===== config.mk =====
export PLATFORM = sky130hd
export DESIGN_NAME = two_level_round_robin_task_picker_core
export DESIGN_NICKNAME = d
export VERILOG_FILES = /design/src/sv/tlrr_pkg.sv /design/src/sv/two_level_round_robin_task_picker_core.sv /design/src/sv/tlrr_ram.sv /design/src/sv/tlrr_table.sv /design/src/sv/tlrr_seq.sv
export VERILOG_INCLUDE_DIRS = /design/src /design/src/sv
export SDC_FILE = /design/constraint.sdc
export NUM_CORES = 1
export LEC_CHECK = 0
export BUFFER_PORTS_ARGS = -buffer_cell sky130_fd_sc_hd__buf_2
export CAP_MARGIN = 10
export CORE_MARGIN = 2
export CORE_UTILIZATION = 65
export CTS_CLUSTER_DIAMETER = 120
export CTS_CLUSTER_SIZE = 25
export DETAILED_ROUTE_END_ITERATION = 10
export PLACE_DENSITY = 0.84
export SYNTH_ARGS = -nofsm -noshare
export SYNTH_HDL_FRONTEND = slang
export SYNTH_HIERARCHICAL = 1
export SYNTH_SLANG_ARGS = --single-unit

===== constraint.sdc =====
create_clock -name clk -period 4.2 [get_ports clk]
set_clock_uncertainty 0.1 [all_clocks]
set_input_delay 0.21 -clock clk [delete_from_list [all_inputs] [get_ports clk]]
set_output_delay 0.21 -clock clk [all_outputs]
set_load 0.005 [all_outputs]

===== src/sv/two_level_round_robin_task_picker_core_assert.svh =====
// ----------------------------------------------------------------------------
// Assertion macros for the two-level round-robin task picker
// Shared property templates: implication in the same cycle and in the next.
// ----------------------------------------------------------------------------
`ifndef TWO_LEVEL_ROUND_ROBIN_TASK_PICKER_CORE_ASSERT_SVH
`define TWO_LEVEL_ROUND_ROBIN_TASK_PICKER_CORE_ASSERT_SVH

// Check that cons holds in the cycle where ante holds.
`define TLRR_ASSERT_IMP(lbl, ck, rst_n, ante, cons, msg) \
	lbl: assert property (@(posedge ck) disable iff (!rst_n) (ante) |-> (cons)) \
		else $error(msg);

// Check that cons holds in the cycle after ante holds.
`define TLRR_ASSERT_NXT(lbl, ck, rst_n, ante, cons, msg) \
	lbl: assert property (@(posedge ck) disable iff (!rst_n) (ante) |=> (cons)) \
		else $error(msg);

`endif


===== src/sv/tlrr_pkg.sv =====
// ----------------------------------------------------------------------------
// tlrr_pkg
// Types and fixed constants of the two-level round-robin task picker.
// ----------------------------------------------------------------------------
package tlrr_pkg;

	// Field widths fixed by the stream format
	localparam int TASK_W  = 4;
	localparam int TDATA_W = 8;

	// Item kinds carried on s_tuser
	localparam logic ACT_SET  = 1'b0;
	localparam logic ACT_PICK = 1'b1;

	// Sequencer states
	typedef enum logic [1:0] {
		ST_IDLE,
		ST_SCAN_PRI,
		ST_SCAN_ANY,
		ST_DONE
	} tlrr_state_t;

	// Status flags of one task slot
	typedef struct packed {
		logic prio;
		logic runnable;
	} flags_t;

	localparam int FLAGS_W = $bits(flags_t);

	// One pick result
	typedef struct packed {
		logic              idle;
		logic [TASK_W-1:0] next_task;
	} res_t;

	// Sequencer status toward the stream side
	typedef struct packed {
		logic ready;
		logic res_valid;
		res_t res;
	} seq_status_t;

endpackage


===== src/sv/two_level_round_robin_task_picker_core.sv =====
// ----------------------------------------------------------------------------
// two_level_round_robin_task_picker_core
// Two-level round-robin task picker with stream input and output.
// ----------------------------------------------------------------------------
// A set-status transaction writes both flags of one slot (slots at or above
// NUM_TASKS are ignored); it gives no result. A pick transaction holds off the
// next transaction until its result has moved into the output register: the
// sequencer reads one slot per cycle through the single read port of the flag
// RAM, first round robin over priority tasks, then, if that finds nothing new,
// over all runnable tasks. Each pick returns one result transaction; a result
// held on the output does not block further set-status transactions.
module two_level_round_robin_task_picker_core
	import tlrr_pkg::*;
#(
	parameter int NUM_TASKS = 16
) (
	input  logic               clk,
	input  logic               arst_n,
	input  logic               s_tvalid,
	output logic               s_tready,
	input  logic [TDATA_W-1:0] s_tdata,  // task_index[3:0], runnable[4], is_priority[5]
	input  logic               s_tuser,  // action
	output logic               m_tvalid,
	input  logic               m_tready,
	output logic [TDATA_W-1:0] m_tdata,  // next_task[3:0]
	output logic               m_tuser   // idle
);

	localparam int SW = $clog2(NUM_TASKS);

	logic                 s_accept;
	logic [TASK_W-1:0]    task_index;
	logic [SW+TASK_W-1:0] index_ext;
	logic                 in_range;
	logic                 wr_en;
	logic [SW-1:0]        wr_addr;
	flags_t               wr_flags;
	logic                 start;
	logic                 rd_en;
	logic [SW-1:0]        rd_addr;
	flags_t               rd_flags;
	seq_status_t          status;
	logic                 res_take;
	logic                 m_tvalid_q;
	res_t                 out_res_q;

	// Decode the input transaction
	assign s_tready         = status.ready;
	assign s_accept         = s_tvalid && s_tready;
	assign task_index       = s_tdata[TASK_W-1:0];
	assign index_ext        = {{SW{1'b0}}, task_index};
	assign in_range         = index_ext < (SW + TASK_W)'(NUM_TASKS);
	assign wr_addr          = index_ext[SW-1:0];
	assign wr_flags.runnable = s_tdata[TASK_W];
	assign wr_flags.prio     = s_tdata[TASK_W+1];
	assign wr_en            = s_accept && (s_tuser == ACT_SET) && in_range;
	assign start            = s_accept && (s_tuser == ACT_PICK);

	tlrr_table #(
		.NUM_TASKS(NUM_TASKS)
	) u_table (
		.clk    (clk),
		.arst_n (arst_n),
		.wr_en  (wr_en),
		.wr_addr(wr_addr),
		.wr_data(wr_flags),
		.rd_en  (rd_en),
		.rd_addr(rd_addr),
		.rd_data(rd_flags)
	);

	tlrr_seq #(
		.NUM_TASKS(NUM_TASKS)
	) u_seq (
		.clk     (clk),
		.arst_n  (arst_n),
		.start   (start),
		.flags   (rd_flags),
		.rd_en   (rd_en),
		.rd_addr (rd_addr),
		.res_take(res_take),
		.status  (status)
	);

	// Move a finished result into the output register when it is free
	assign res_take = status.res_valid && (!m_tvalid_q || m_tready);

	always_ff @(posedge clk or negedge arst_n) begin
		if (!arst_n) begin
			m_tvalid_q <= 1'b0;
		end else if (res_take) begin
			m_tvalid_q <= 1'b1;
		end else if (m_tready) begin
			m_tvalid_q <= 1'b0;
		end
	end

	always_ff @(posedge clk) begin
		if (res_take) begin
			out_res_q <= status.res;
		end
	end

	assign m_tvalid = m_tvalid_q;
	assign m_tdata  = {{(TDATA_W - TASK_W){1'b0}}, out_res_q.next_task};
	assign m_tuser  = out_res_q.idle;

endmodule


===== src/sv/tlrr_ram.sv =====
// ----------------------------------------------------------------------------
// tlrr_ram
// Generic single-write, single-read RAM with registered read data.
// ----------------------------------------------------------------------------
module tlrr_ram #(
	parameter int WIDTH = 2,
	parameter int DEPTH = 16
) (
	input  logic                     clk,
	input  logic                     wr_en,
	input  logic [$clog2(DEPTH)-1:0] wr_addr,
	input  logic [WIDTH-1:0]         wr_data,
	input  logic                     rd_en,
	input  logic [$clog2(DEPTH)-1:0] rd_addr,
	output logic [WIDTH-1:0]         rd_data
);

	logic [WIDTH-1:0] mem_q [DEPTH];

	// Write port and registered read port
	always_ff @(posedge clk) begin
		if (wr_en) begin
			mem_q[wr_addr] <= wr_data;
		end
		if (rd_en) begin
			rd_data <= mem_q[rd_addr];
		end
	end

endmodule


===== src/sv/tlrr_table.sv =====
// ----------------------------------------------------------------------------
// tlrr_table
// Per-slot runnable and priority flags: RAM plus one valid bit per slot so
// that a slot never written since reset reads as all flags clear.
// ----------------------------------------------------------------------------
module tlrr_table
	import tlrr_pkg::*;
#(
	parameter int NUM_TASKS = 16
) (
	input  logic                         clk,
	input  logic                         arst_n,
	input  logic                         wr_en,
	input  logic [$clog2(NUM_TASKS)-1:0] wr_addr,
	input  flags_t                       wr_data,
	input  logic                         rd_en,
	input  logic [$clog2(NUM_TASKS)-1:0] rd_addr,
	output flags_t                       rd_data
);

	logic [NUM_TASKS-1:0] valid_q;
	logic                 vld_s1;
	logic [FLAGS_W-1:0]   ram_rdata;

	tlrr_ram #(
		.WIDTH(FLAGS_W),
		.DEPTH(NUM_TASKS)
	) u_ram (
		.clk    (clk),
		.wr_en  (wr_en),
		.wr_addr(wr_addr),
		.wr_data(wr_data),
		.rd_en  (rd_en),
		.rd_addr(rd_addr),
		.rd_data(ram_rdata)
	);

	// Mark written slots; sample the valid bit alongside the RAM read
	always_ff @(posedge clk or negedge arst_n) begin
		if (!arst_n) begin
			valid_q <= '0;
			vld_s1  <= 1'b0;
		end else begin
			if (wr_en) begin
				valid_q[wr_addr] <= 1'b1;
			end
			if (rd_en) begin
				vld_s1 <= valid_q[rd_addr];
			end
		end
	end

	// Mask slots not written since reset
	assign rd_data = vld_s1 ? flags_t'(ram_rdata) : '0;

endmodule


===== src/sv/tlrr_seq.sv =====
// ----------------------------------------------------------------------------
// tlrr_seq
// Scan sequencer: steps one slot per cycle through the flag table with a
// shared wrap-around incrementer and one match check, first over priority
// tasks, then over all runnable tasks.
// ----------------------------------------------------------------------------
`include "two_level_round_robin_task_picker_core_assert.svh"

module tlrr_seq
	import tlrr_pkg::*;
#(
	parameter int NUM_TASKS = 16
) (
	input  logic                         clk,
	input  logic                         arst_n,
	input  logic                         start,
	input  flags_t                       flags,
	output logic                         rd_en,
	output logic [$clog2(NUM_TASKS)-1:0] rd_addr,
	input  logic                         res_take,
	output seq_status_t                  status
);

	localparam int SW = $clog2(NUM_TASKS);
	localparam int CW = $clog2(NUM_TASKS + 1);

	tlrr_state_t state_q, state_d;

	logic [SW-1:0] ptr_q;
	logic [CW-1:0] iss_cnt_q;
	logic [CW-1:0] chk_cnt_q;
	logic [SW-1:0] slot_s1;
	logic          chk_s1;
	logic [SW-1:0] last_p_q;
	logic [SW-1:0] last_o_q;
	logic [SW-1:0] cur_q;
	res_t          res_q;

	logic             scanning;
	logic             hit;
	logic             last_miss;
	logic             pick;
	logic             to_any;
	logic             to_idle_res;
	logic             restart;
	logic             issue;
	logic [SW-1:0]    inc_in;
	logic [SW-1:0]    inc_out;
	logic [SW+TASK_W-1:0] slot_ext;
	logic [SW+TASK_W-1:0] cur_ext;

	// Shared match check on the slot whose flags just came back
	assign scanning  = (state_q == ST_SCAN_PRI) || (state_q == ST_SCAN_ANY);
	assign hit       = chk_s1 && flags.runnable && ((state_q == ST_SCAN_ANY) || flags.prio);
	assign last_miss = chk_s1 && !hit && (chk_cnt_q == CW'(NUM_TASKS - 1));
	assign pick      = hit && ((state_q == ST_SCAN_ANY) || (slot_s1 != cur_q));
	assign to_any    = (state_q == ST_SCAN_PRI) && ((hit && (slot_s1 == cur_q)) || last_miss);
	assign to_idle_res = (state_q == ST_SCAN_ANY) && last_miss;
	assign restart   = ((state_q == ST_IDLE) && start) || to_any;
	assign issue     = scanning && (iss_cnt_q != CW'(NUM_TASKS)) && !hit;

	// Shared wrap-around incrementer: scan start or next slot
	always_comb begin
		case (state_q)
			ST_IDLE:     inc_in = last_p_q;
			ST_SCAN_PRI: inc_in = to_any ? last_o_q : ptr_q;
			default:     inc_in = ptr_q;
		endcase
	end
	assign inc_out = (inc_in == SW'(NUM_TASKS - 1)) ? '0 : inc_in + SW'(1);

	assign slot_ext = {{TASK_W{1'b0}}, slot_s1};
	assign cur_ext  = {{TASK_W{1'b0}}, cur_q};

	// Next state
	always_comb begin
		state_d = state_q;
		case (state_q)
			ST_IDLE: begin
				if (start) begin
					state_d = ST_SCAN_PRI;
				end
			end
			ST_SCAN_PRI: begin
				if (pick) begin
					state_d = ST_DONE;
				end else if (to_any) begin
					state_d = ST_SCAN_ANY;
				end
			end
			ST_SCAN_ANY: begin
				if (pick || last_miss) begin
					state_d = ST_DONE;
				end
			end
			ST_DONE: begin
				if (res_take) begin
					state_d = ST_IDLE;
				end
			end
			default: state_d = ST_IDLE;
		endcase
	end

	// Outputs
	always_comb begin
		rd_en            = issue;
		rd_addr          = ptr_q;
		status.ready     = (state_q == ST_IDLE);
		status.res_valid = (state_q == ST_DONE);
		status.res       = res_q;
	end

	// Control state: pointer, counters, pick history
	always_ff @(posedge clk or negedge arst_n) begin
		if (!arst_n) begin
			state_q   <= ST_IDLE;
			ptr_q     <= '0;
			iss_cnt_q <= '0;
			chk_cnt_q <= '0;
			chk_s1    <= 1'b0;
			last_p_q  <= '0;
			last_o_q  <= '0;
			cur_q     <= '0;
		end else begin
			state_q <= state_d;
			if (restart) begin
				ptr_q     <= inc_out;
				iss_cnt_q <= '0;
				chk_cnt_q <= '0;
				chk_s1    <= 1'b0;
			end else begin
				chk_s1 <= issue;
				if (issue) begin
					ptr_q     <= inc_out;
					iss_cnt_q <= iss_cnt_q + CW'(1);
				end
				if (chk_s1) begin
					chk_cnt_q <= chk_cnt_q + CW'(1);
				end
			end
			if (pick) begin
				cur_q <= slot_s1;
				if (state_q == ST_SCAN_PRI) begin
					last_p_q <= slot_s1;
				end else begin
					last_o_q <= slot_s1;
				end
			end
		end
	end

	// Datapath: slot in flight and the result
	always_ff @(posedge clk) begin
		if (issue) begin
			slot_s1 <= ptr_q;
		end
		if (pick) begin
			res_q.idle      <= 1'b0;
			res_q.next_task <= slot_ext[TASK_W-1:0];
		end else if (to_idle_res) begin
			res_q.idle      <= 1'b1;
			res_q.next_task <= '0;
		end
	end

	`TLRR_ASSERT_IMP(a_read_bound, clk, arst_n, rd_en, iss_cnt_q < CW'(NUM_TASKS), "more reads than slots in one scan")
	`TLRR_ASSERT_NXT(a_start_scan, clk, arst_n, (state_q == ST_IDLE) && start, (state_q == ST_SCAN_PRI) && !chk_s1, "pick did not start a clean priority scan")
	`TLRR_ASSERT_NXT(a_any_hit, clk, arst_n, (state_q == ST_SCAN_ANY) && hit, (state_q == ST_DONE) && !res_q.idle, "runnable slot found but no task picked")
	`TLRR_ASSERT_IMP(a_cur_match, clk, arst_n, (state_q == ST_DONE) && !res_q.idle, res_q.next_task == cur_ext[TASK_W-1:0], "picked task differs from current task")

endmodule


==> results.ini, run 1 <==
[yosys]
synth_ff_type=edfxtp_1
synth_top_area_share_pct=31.5
ys_warn_count=6
synth_edf_count=47
netlist_area_mm2=0.00448
synth_top_cell_by_area=edfxtp_1
yosysUniqueCellTypes=63
yosysSeqAreaShare_pct=58.2
synth_area_leaders=edfxtp_1 31%, dfrtp_1 26%, mux4_1 4.7%
synthArstFlopShare_pct=49.5
ys_seq_elements=95
synthTopCellsByCount=47 x dfrtp_1, 47 x edfxtp_1, 36 x nor2_1
syn_inst=352
syn_area_per_cell_um2=12.7

[drt]
firstDrtPassIters=4
routed_wirelength_mm=8.49
route.detailed.drc=0
via_per_inst=6.30
wl_per_cell_um=18.7
drt_first_iter_violations=211
final_antenna_net_count=0
vias=2868

[clocking]
clk_pin_slew_ns=0.09
cts_inserted_buffers=9
clk_latency_ns=0.36
htree_levels=3
numClockSinks=95
cts_tree=built
post-cts-setup-buffers=0
root_buffer=clkbuf_8
clockBufferDepth=2

[placement]
pre_cts_ws_ns=1.36
place.gp.congestion=0.861
dp_hpwl_mm=5.82
io_buffers=17

[finish]
drive_above_1_share_pct=15.2
syn_to_final_growth_pct=7.06
diodes=0
nets=392

[sta]
finalHoldViolations=0
post-route-period-util_pct=68.3
setup_violations=0
rsz0062_at_grt=false
setup_ws_ns=1.33
relSlewSlack_pct=30.2
timing.final.max_slew_violations=0
tightestPinTransition_ns=1.05
setup_tns_ns=0
max_freq_mhz=349
finalWorstPathRequiredPeriod_ns=2.87

[die]
num_io_pins=24
core_area_mm2=0.00672
die_w_um=87.0
initial_core_util_pct=66.7
die_h_um=87.0
dieArea_mm2=0.00758
rows=30

[global_route]
grt_pass1_vias=2885
grt.overflow.total=0
grt_pass1_wl_mm=14.0
grt_antenna_before_repair=0
track_usage_pct=25.0
grt_start_max_net_pins=48

[status]
outcome=complete, no violations

[worst_setup_path]
crit_type=reg2reg
cp-end-kind=flop
worstPathMaxFanout=15
arrival_ns=2.81
required_ns=4.14
r2r_slack_ns=1.33
worstSetupStartpointType=flop

[pwr]
leakage_nw=1.95
power.density_mw_per_mm2=684
power.total_mw=3.28
irDropWorstVdd_mv=0.307

[hold_path]
hp-class=in2reg

[flow_run]
drv_cap=0

cells in the final DEF, fill, tap and decap left out, types with 2 or more instances in the layout:
master / instances
nor2_1: 36
conb_1: 4
a21oi_1: 7
mux4_1: 8
dfrtp_1: 47
o22ai_1: 2
mux2i_1: 5
clkbuf_8: 9
and3_1: 3
edfxtp_1: 47
a32oi_1: 2
o21bai_1: 9
inv_1: 13
nand2_1: 33
o21ai_1: 2
nand3_1: 8
xor2_1: 5
buf_2: 17
and2_1: 10
clkinvlp_4: 4
nor2b_1: 2
nor3_1: 6
o21ai_0: 3
xnor2_1: 7
a22oi_1: 4
a211oi_1: 3
a31o_2: 3
nand4_1: 4
ha_1: 9
mux2_2: 9
mux4_2: 4
a31oi_1: 3
nand3b_1: 4
nand2b_1: 4
o31ai_1: 4
a211o_1: 2
o21a_1: 2
a21o_1: 2
cells by family after synthesis:
logic type	after synthesis	share of synthesized area (%)
fa+ha+maj	9	2.51
buf+inv	28	3.18
xor+xnor	12	2.35
simple gates	117	12.5
other cells	1	0.0837
flops	95	58.2
compound gates	63	10.7
mux	27	10.4
per-layer routing:
layer	part of all wire (%)	up-vias	global-route usage (%)
li1	-	1334	-
met1	40	1425	31.6
met2	52	90	42.1
met3	5.0	19	4.55
met4	2.5	0	11.5
met5	0	-	0
worst max-delay path, cell delays in order (launching register included):
cell	delay, ns
dfrtp_1	0.45
inv_1	0.11
ha_1	0.44
nand2_1	0.09
nor2_1	0.53
or3b_2	0.55
nor3_1	0.28
state kept, by name, summed over array words and instances, names as in the netlist:
| name | count |
|---|---|
| u_seq/chk_s1 | 1 |
| u_seq/status | 5 |
| u_seq/last_p_q | 4 |
| u_seq/cur_q | 4 |
| u_seq/iss_cnt_q | 5 |
| u_seq/slot_s1 | 4 |
| u_table/valid_q | 16 |
| u_seq/rd_addr | 4 |
| u_table/vld_s1 | 1 |
| m_tuser | 1 |
| u_table/u_ram/mem_q | 32 |
| u_table/u_ram/rd_data | 2 |
| m_tvalid | 1 |
| u_seq/state_q | 2 |
| u_seq/chk_cnt_q | 5 |
| u_seq/last_o_q | 4 |
| m_tdata | 4 |
per-stage QoR:
| step | cell area [µm²] | hold slack (ns) | utilization [%] | cells |
|---|---|---|---|---|
| 3_3_place_gp | 4590 | 0.307 | 68.3 | 438 |
| 5_1_grt | 4800 | 0.0238 | 71.4 | 455 |
| 6_report | 4800 | 0.00876 | 71.4 | 455 |
| 4_1_cts | 4800 | 0.00170 | 71.4 | 455 |
| 2_1_floorplan | 4490 | -0.186 | - | 355 |
| 3_5_place_dp | 4590 | 0.306 | 68.3 | 438 |
power breakdown:
group	switching (mW)	internal [mW]
Combinational	0.586	0.561
Clock	0.317	0.275
Sequential	0.288	1.26
Total	1.19	2.09
final cells by class:
class	count	area [µm²]
clock buffers	9	124
clock inverters	7	72.6
fillers	458	1920
inverters	13	48.8
multi-input cells	232	1740
flip-flops and latches	95	2610
well taps	80	100
repair buffers	19	103
final timing paths:
check                            startpoint                        end  depth (start not counted)
max                        u_seq/state_q[0]  u_table/u_ram/mem_q[0][1]                          6
min                                m_tready                   m_tvalid                          3
max reg2reg                u_seq/state_q[0]  u_table/u_ram/mem_q[0][1]                          6
min reg2reg                 u_seq/status[1]                 m_tdata[1]                          0
max in group asynchronous            arst_n         u_table/valid_q[3]                          2
min in group asynchronous            arst_n                   m_tvalid                          2
repair_timing:
| item | CTS | global route |
|---|---|---|
| hold buffers | 1 | 0 |
| endpoints found under the hold margin | 47 | 0 |
| gates resized for setup | 0 | 0 |
Note: power is estimated with default switching activity, not from simulation.
==> run 2, diff against run 1 <==
--- a/config.mk
+++ b/config.mk
@@ -9,11 +9,11 @@
 export BUFFER_PORTS_ARGS = -buffer_cell sky130_fd_sc_hd__buf_2
 export CAP_MARGIN = 10
 export CORE_MARGIN = 2
-export CORE_UTILIZATION = 65
+export CORE_UTILIZATION = 61
 export CTS_CLUSTER_DIAMETER = 120
 export CTS_CLUSTER_SIZE = 25
 export DETAILED_ROUTE_END_ITERATION = 10
-export PLACE_DENSITY = 0.84
+export PLACE_DENSITY = 0.8
 export SYNTH_ARGS = -nofsm -noshare
 export SYNTH_HDL_FRONTEND = slang
 export SYNTH_HIERARCHICAL = 1
==> constraint.sdc (replaced) <==
create_clock -name clk -period 2.9 [get_ports clk]
set_clock_uncertainty 0.1 [all_clocks]
set_input_delay 0.145 -clock clk [delete_from_list [all_inputs] [get_ports clk]]
set_output_delay 0.145 -clock clk [all_outputs]
set_load 0.005 [all_outputs]
==> run 2 against run 1 <==
Compared with the run above:
- setup slack got worse by 1.1 ns
- maximum frequency increased by 6.5%
- first-iteration DRC count decreased by 17%
- largest power group unchanged
- routed wire length decreased by 0.11%
- worst hold slack improved by 0.054 ns
==> results.ini, run 2 (synthesized netlist as in run 1, its figures left out) <==
[clocking]
cts_tree=built
clk_latency_ns=0.35  ; about the same
root_buffer=clkbuf_8
numClockSinks=95  ; unchanged
clk_pin_slew_ns=0.10  ; about the same
htree_levels=3  ; unchanged
clockBufferDepth=2  ; unchanged
cts_inserted_buffers=9  ; unchanged

[sta]
setup_violations=0  ; unchanged
setup_tns_ns=0  ; unchanged
tightestPinTransition_ns=1.04  ; -0.00970 ns
max_freq_mhz=371  ; +6.5%
finalWorstPathRequiredPeriod_ns=2.69  ; -0.174 ns
finalHoldViolations=0  ; unchanged
timing.final.max_slew_violations=0  ; unchanged
rsz0062_at_grt=false
post-route-period-util_pct=92.9  ; +25 points
relSlewSlack_pct=30.9  ; +0.65 points

[die]
die_w_um=89.7  ; +3.1%
rows=31  ; +3.3%
initial_core_util_pct=62.5  ; -4.2 points
core_area_mm2=0.00718  ; +6.8%
dieArea_mm2=0.00805  ; +6.3%
die_h_um=89.7  ; +3.1%
num_io_pins=24  ; unchanged

[finish]
drive_above_1_share_pct=17.3  ; +2.1 points
final_cell_mix=47 x edfxtp_1, 47 x dfrtp_1, 35 x nor2_1
syn_to_final_growth_pct=9.07
top_regs=u_table/u_ram/mem_q x32, u_table/valid_q x16
nets=399  ; +1.8%
regMostFlops=u_table/u_ram/mem_q
nFillCells=513  ; +12%
post-route-util_pct=68.1  ; -3.3 points
largest_reg_flops=32  ; unchanged
diodes=0  ; unchanged

[global_route]
grt_pass1_vias=2975  ; +3.1%
grt_antenna_before_repair=0  ; unchanged
track_usage_pct=22.2  ; -2.8 points
grt_start_max_net_pins=48  ; unchanged
grt_pass1_wl_mm=14.2  ; +1.9%
grt.overflow.total=0  ; unchanged

[placement]
io_buffers=17  ; unchanged
place.gp.congestion=0.935  ; +8.6%
dp_hpwl_mm=5.78  ; -0.80%

[drt]
routed_wirelength_mm=8.48  ; -0.11%
drt_first_iter_violations=175  ; -17%
vias=2884  ; +0.56%
via_per_inst=6.00  ; -4.9%
wl_per_cell_um=17.6  ; -5.5%
firstDrtPassIters=4  ; unchanged
final_antenna_net_count=0  ; unchanged
route.detailed.drc=0  ; unchanged

[worst_setup_path]
cp-end-kind=flop
arrival_ns=2.88  ; +0.07 ns
worstPathMaxFanout=8  ; -7
worstSetupStartpointType=flop
required_ns=3.08  ; -1.06 ns
reg2regPathDepth=12  ; +6
crit_type=reg2reg

[pwr]
power.density_mw_per_mm2=993  ; +45%
irDropWorstVdd_mv=0.535  ; +74%
leakage_nw=2.00  ; +2.5%

[flow_run]
drv_cap=0  ; unchanged

[status]
outcome=complete, no violations

[hold_path]
hp-class=in2reg
holdPathStages=1  ; -2

==> run 2: changes by cell type in the layout (fill, tap and decap cells not counted), sizes merged <==
cell	previous run	this run
buf	18	24
clkinvlp	4	2
inv	14	16
dlygate4sd3	1	2
==> run 2: metal layers <==
| metal | wire, µm | track usage, % |
|---|---|---|
| met4 | 155 | 8.46 |
| met1 | 3670 | 28.5 |
| met2 | 4320 | 37.6 |
| met5 | 0 | 0 |
| met3 | 346 | 4.61 |
==> run 2: area by class of cell <==
cell class                      count  area [µm²]  share of cell area (%)
Sequential cell                    95        2610                    53.3
Multi-Input combinational cell    232        1750                    35.8
Timing Repair Buffer               26         158                    3.22
Clock buffer                        9         124                    2.53
Tap cell                           99         124                    2.53
Clock inverter                      7        78.8                    1.61
Inverter                           13        48.8                   0.998
==> run 2: final timing paths <==
check	endpoint	from	slack (ns)
worst max-delay path	u_seq/rd_addr[3]	u_seq/state_q[0]	0.21
worst min-delay path	u_table/u_ram/mem_q[9][0]	s_tdata[4]	0.06
worst max register to register	u_seq/rd_addr[3]	u_seq/state_q[0]	0.21
worst min register to register	m_tdata[2]	u_seq/status[2]	0.33
max in group asynchronous	u_table/valid_q[10]	arst_n	1.64
min in group asynchronous	u_seq/state_q[1]	arst_n	0.41
==> run 2: repair_timing <==
item,4_1_cts,5_1_grt
setup buffers,0,0
hold buffers,2,0
gates resized for setup,0,2
hold endpoints to repair,48,0
setup endpoints to repair,0,1
==> run 2: power breakdown <==
part	leakage [nW]	internal, mW	switching [mW]
Clock	0.0982	0.409	0.479
Combinational	0.868	0.859	0.882
Sequential	1.03	1.82	0.403
Total	2.00	3.09	1.76
==> run 2: critical path, stage by stage, from the launching register on <==
cell and delay (ns):
dfrtp_1 0.45, inv_1 0.11, ha_1 0.33, o21a_1 0.26
nor2_2 0.09, a21oi_4 0.18, nor2_1 0.07, a311o_1 0.34
ha_1 0.19, inv_1 0.10, a2111oi_0 0.07, a211o_1 0.24
a21oi_1 0.11
==> run 2: stage by stage <==
stage	cell area [µm²]	std cells	power, mW	setup slack [ns]	hold WS (ns)
6_report	4890	481	4.85	0.207	0.0630
5_1_grt	4890	481	5.17	0.0332	0.0471
4_1_cts	4880	481	4.85	0.161	0.0357
3_5_place_dp	4660	463	3.97	0.185	0.287
3_3_place_gp	4660	463	3.88	0.255	0.287
2_1_floorplan	4490	355	3.50	0.390	-0.251
==> run 3, diff against run 2 <==
--- a/config.mk
+++ b/config.mk
@@ -9,12 +9,12 @@
 export BUFFER_PORTS_ARGS = -buffer_cell sky130_fd_sc_hd__buf_2
 export CAP_MARGIN = 10
 export CORE_MARGIN = 2
-export CORE_UTILIZATION = 61
+export CORE_UTILIZATION = 60
 export CTS_CLUSTER_DIAMETER = 120
 export CTS_CLUSTER_SIZE = 25
 export DETAILED_ROUTE_END_ITERATION = 10
-export PLACE_DENSITY = 0.8
+export PLACE_DENSITY = 0.79
 export SYNTH_ARGS = -nofsm -noshare
 export SYNTH_HDL_FRONTEND = slang
-export SYNTH_HIERARCHICAL = 1
 export SYNTH_SLANG_ARGS = --single-unit
+export TNS_END_PERCENT = 20
==> run 3 against run 2 <==
Compared with the run above:
- routed wire length is 13% lower
- first-iteration DRC count is 9.1% higher
- sequential cell count stayed put
- largest power group unchanged
- largest cell class unchanged
- highest routed layer unchanged
==> results.ini, run 3 <==
[worst_setup_path]
cp-end-kind=flop
r2r_slack_ns=0.25  ; +0.04 ns
r2r-start=u_seq.state_q[0]
crit_type=reg2reg
cp_num_buf_inv=1  ; -1
cpPeakStageDelay_ns=0.48  ; +0.03 ns
slowest_stage=o2111a_1
critPathTopFamily=compound AO/OA/AOI/OAI gates
worstSetupStartpointType=flop
arrival_ns=2.81  ; -0.07 ns
reg2regPathDepth=9  ; -3
worstPathMaxFanout=10  ; +2
worst_path_most_repeated_cell=ha_1
required_ns=3.06  ; -0.02 ns
r2r_end=u_seq.rd_addr[0]
crit_chain=inv_1 > ha_1 > o2111a_1 > nand3_1 > o221ai_1 > or2_2 > ha_1 > a31oi_1 > mux2_1

[pwr]
leakage_nw=1.92  ; -3.9%
intPower_mw=2.91  ; -5.7%
sequentialPowerShare_pct=48.4  ; +2.6 points
irDropWorstVdd_mv=0.537  ; +0.30%
power_frac_clock_pct=18.0  ; -0.3 points
pwr-share-comb_pct=33.6  ; -2.3 points
switching_power_mw=1.57  ; -11%
p_sw_share_pct=35.1  ; -1.3 points
power.density_mw_per_mm2=977  ; -1.6%

[placement]
place.gp.congestion=0.770  ; -18%
io_buffers=17  ; unchanged
dp_hpwl_mm=5.13  ; -11%

[sta]
setup_tns_ns=0  ; unchanged
finalHoldViolations=0  ; unchanged
finalWorstPathRequiredPeriod_ns=2.65  ; -0.0423 ns
rsz0062_at_grt=false
max_freq_mhz=377  ; +1.6%
setup_violations=0  ; unchanged
timing.final.max_slew_violations=0  ; unchanged
tightestPinTransition_ns=1.08  ; +0.0434 ns
post-route-period-util_pct=91.4  ; -1.5 points
relSlewSlack_pct=28.0  ; -2.9 points

[finish]
top_regs=u_table.u_ram.mem_q x32, u_table.valid_q x16
diodes=0  ; unchanged
post-route-util_pct=67.2  ; -0.91 points
final_cell_mix=47 x edfxtp_1, 47 x dfrtp_1, 30 x nand2_1
regMostFlops=u_table.u_ram.mem_q
largest_reg_flops=32  ; unchanged
syn_to_final_growth_pct=8.32
nFillCells=496  ; -3.3%
drive_above_1_share_pct=25.6  ; +8.3 points
nets=357  ; -11%

[yosys]
synth_edf_count=47  ; unchanged
synth_ff_type=edfxtp_1
synthArstFlopShare_pct=49.5  ; unchanged
ys_seq_elements=95  ; unchanged
syn_area_per_cell_um2=13.5  ; +6.4%
ys_warn_count=0  ; -6
synth_top_area_share_pct=33.3  ; +1.8 points
netlist_area_mm2=0.00424  ; -5.4%
yosysUniqueCellTypes=56  ; -11%
syn_inst=313  ; -11%
synth_top_cell_by_area=edfxtp_1
synth_area_leaders=edfxtp_1 33%, dfrtp_1 28%, mux4_2 8.0%
synthTopCellsByCount=47 x dfrtp_1, 47 x edfxtp_1, 30 x nand2_1
yosysSeqAreaShare_pct=61.5  ; +3.3 points

[clocking]
clk_pin_slew_ns=0.10  ; about the same
cts_resized=0  ; unchanged
clockBufferDepth=2  ; unchanged
clk_latency_ns=0.37  ; +0.02 ns
cts_tree=built
htree_levels=3  ; unchanged
cts_inserted_buffers=9  ; unchanged
hold_buffers=2  ; unchanged
numClockSinks=95  ; unchanged
root_buffer=clkbuf_8
post-cts-setup-buffers=0  ; unchanged

[drt]
firstDrtPassIters=4  ; unchanged
drt_first_iter_violations=191  ; +9.1%
routed_wirelength_mm=7.37  ; -13%
wl_per_cell_um=16.9  ; -4.2%
final_antenna_net_count=0  ; unchanged
route.detailed.drc=0  ; unchanged
via_per_inst=5.66  ; -5.6%
vias=2469  ; -14%

[die]
core_area_mm2=0.00683  ; -4.8%
initial_core_util_pct=62.1  ; -0.41 points
dieArea_mm2=0.00775  ; -3.7%
num_io_pins=24  ; unchanged
die_h_um=88.1  ; -1.9%
die_w_um=88.1  ; -1.9%
rows=30  ; -3.2%

[global_route]
grt_antenna_before_repair=0  ; unchanged
grt_start_max_net_pins=48  ; unchanged
grt_pass1_vias=2496  ; -16%
grt_pass1_wl_mm=12.4  ; -13%
grt.overflow.total=0  ; unchanged
track_usage_pct=22.0  ; -0.16 points

[status]
outcome=complete, no violations

[hold_path]
holdPathEnd=u_table.u_ram.mem_q[14][0]
holdPathStages=1  ; unchanged
hp-class=in2reg
min_from=s_tdata[4]

[flow_run]
drv_cap=0  ; unchanged

run 3: changes by cell type in the layout (fill, tap and decap cells not counted), moves of 3 or more:
cell,delta
mux4_1,-8
inv_1,-3
nor2_1,-6
o31ai_1,-4
mux2i_1,-4
buf_4,-5
a31o_2,-3
o21bai_1,-9
and2_1,-3
or2_2,+17
mux4_2,+11
a22oi_1,-3
nand3_1,-4
run 3: how the worst max path moves through the flow:
stage,startpoint,end,slack [ns],cells past startpoint
3_5_place_dp,u_seq.state_q[0],u_seq.rd_addr[0],0.28,9
6_report,u_seq.state_q[0],u_seq.rd_addr[0],0.25,9
2_1_floorplan,u_seq.state_q[0],u_seq.rd_addr[0],0.54,9
4_1_cts,u_seq.state_q[0],u_seq.rd_addr[0],0.25,9
5_1_grt,u_seq.state_q[0],u_seq.rd_addr[0],0.09,9
3_3_place_gp,u_seq.state_q[0],u_seq.rd_addr[0],0.34,9
run 3: through the flow:
| stage | total power, mW | area [µm²] | std cells | hold WS [ns] | worst slack (ns) |
|---|---|---|---|---|---|
| 3_5_place_dp | 3.72 | 4390 | 418 | 0.307 | 0.284 |
| 5_1_grt | 4.81 | 4590 | 436 | 0.0586 | 0.0917 |
| 6_report | 4.49 | 4590 | 436 | 0.0619 | 0.249 |
| 4_1_cts | 4.54 | 4590 | 436 | 0.0432 | 0.251 |
| 2_1_floorplan | 3.33 | 4250 | 316 | -0.251 | 0.537 |
| 3_3_place_gp | 3.64 | 4390 | 418 | 0.289 | 0.343 |
run 3: cells by family (layout without fill, tap and decap cells):
family	count (synthesis)	after routing	synth area share, %
other cells	1	4	0.0885
fa+ha+maj	9	9	2.66
compound gates	34	34	6.52
mux	25	25	10.6
xor+xnor	12	12	2.48
simple gates	113	113	13.3
buf+inv	24	48	2.83
flops	95	95	61.5
run 3: cell type report:
type	count	area [µm²]	share of cell area, %
Clock buffer	9	124	2.70
Clock inverter	7	56.3	1.23
Inverter	11	41.3	0.899
Multi-Input combinational cell	197	1520	33.2
Sequential cell	95	2610	56.8
Tap cell	96	120	2.62
Timing Repair Buffer	21	120	2.62
run 3: worst reg2reg max path: cells and delay by family, from the launching register on:
kind | cells | cell delay, ns
flops | 1 | 0.45
fa+ha+maj | 2 | 0.49
mux | 1 | 0.29
buf+inv | 1 | 0.10
compound gates | 3 | 0.81
simple gates | 2 | 0.29
run 3: layer usage:
| layer | track usage [%] | vias to the layer above | share of wire (%) |
|---|---|---|---|
| li1 | - | 1165 | - |
| met1 | 27.8 | 1236 | 43 |
| met4 | 9.64 | 0 | 2.2 |
| met2 | 36.3 | 55 | 51 |
| met5 | 0 | - | 0 |
| met3 | 5.75 | 13 | 4.2 |
run 3: power by group through the flow:
stage                     logic (mW)  clock network (mW)  registers [mW]
after CTS                       1.52               0.831            2.18
after global placement          1.46                   0            2.18
after floorplan                 1.32                   0            2.01
after detailed placement        1.50                   0            2.21
after global routing            1.69               0.885            2.24
final                           1.51               0.807            2.17
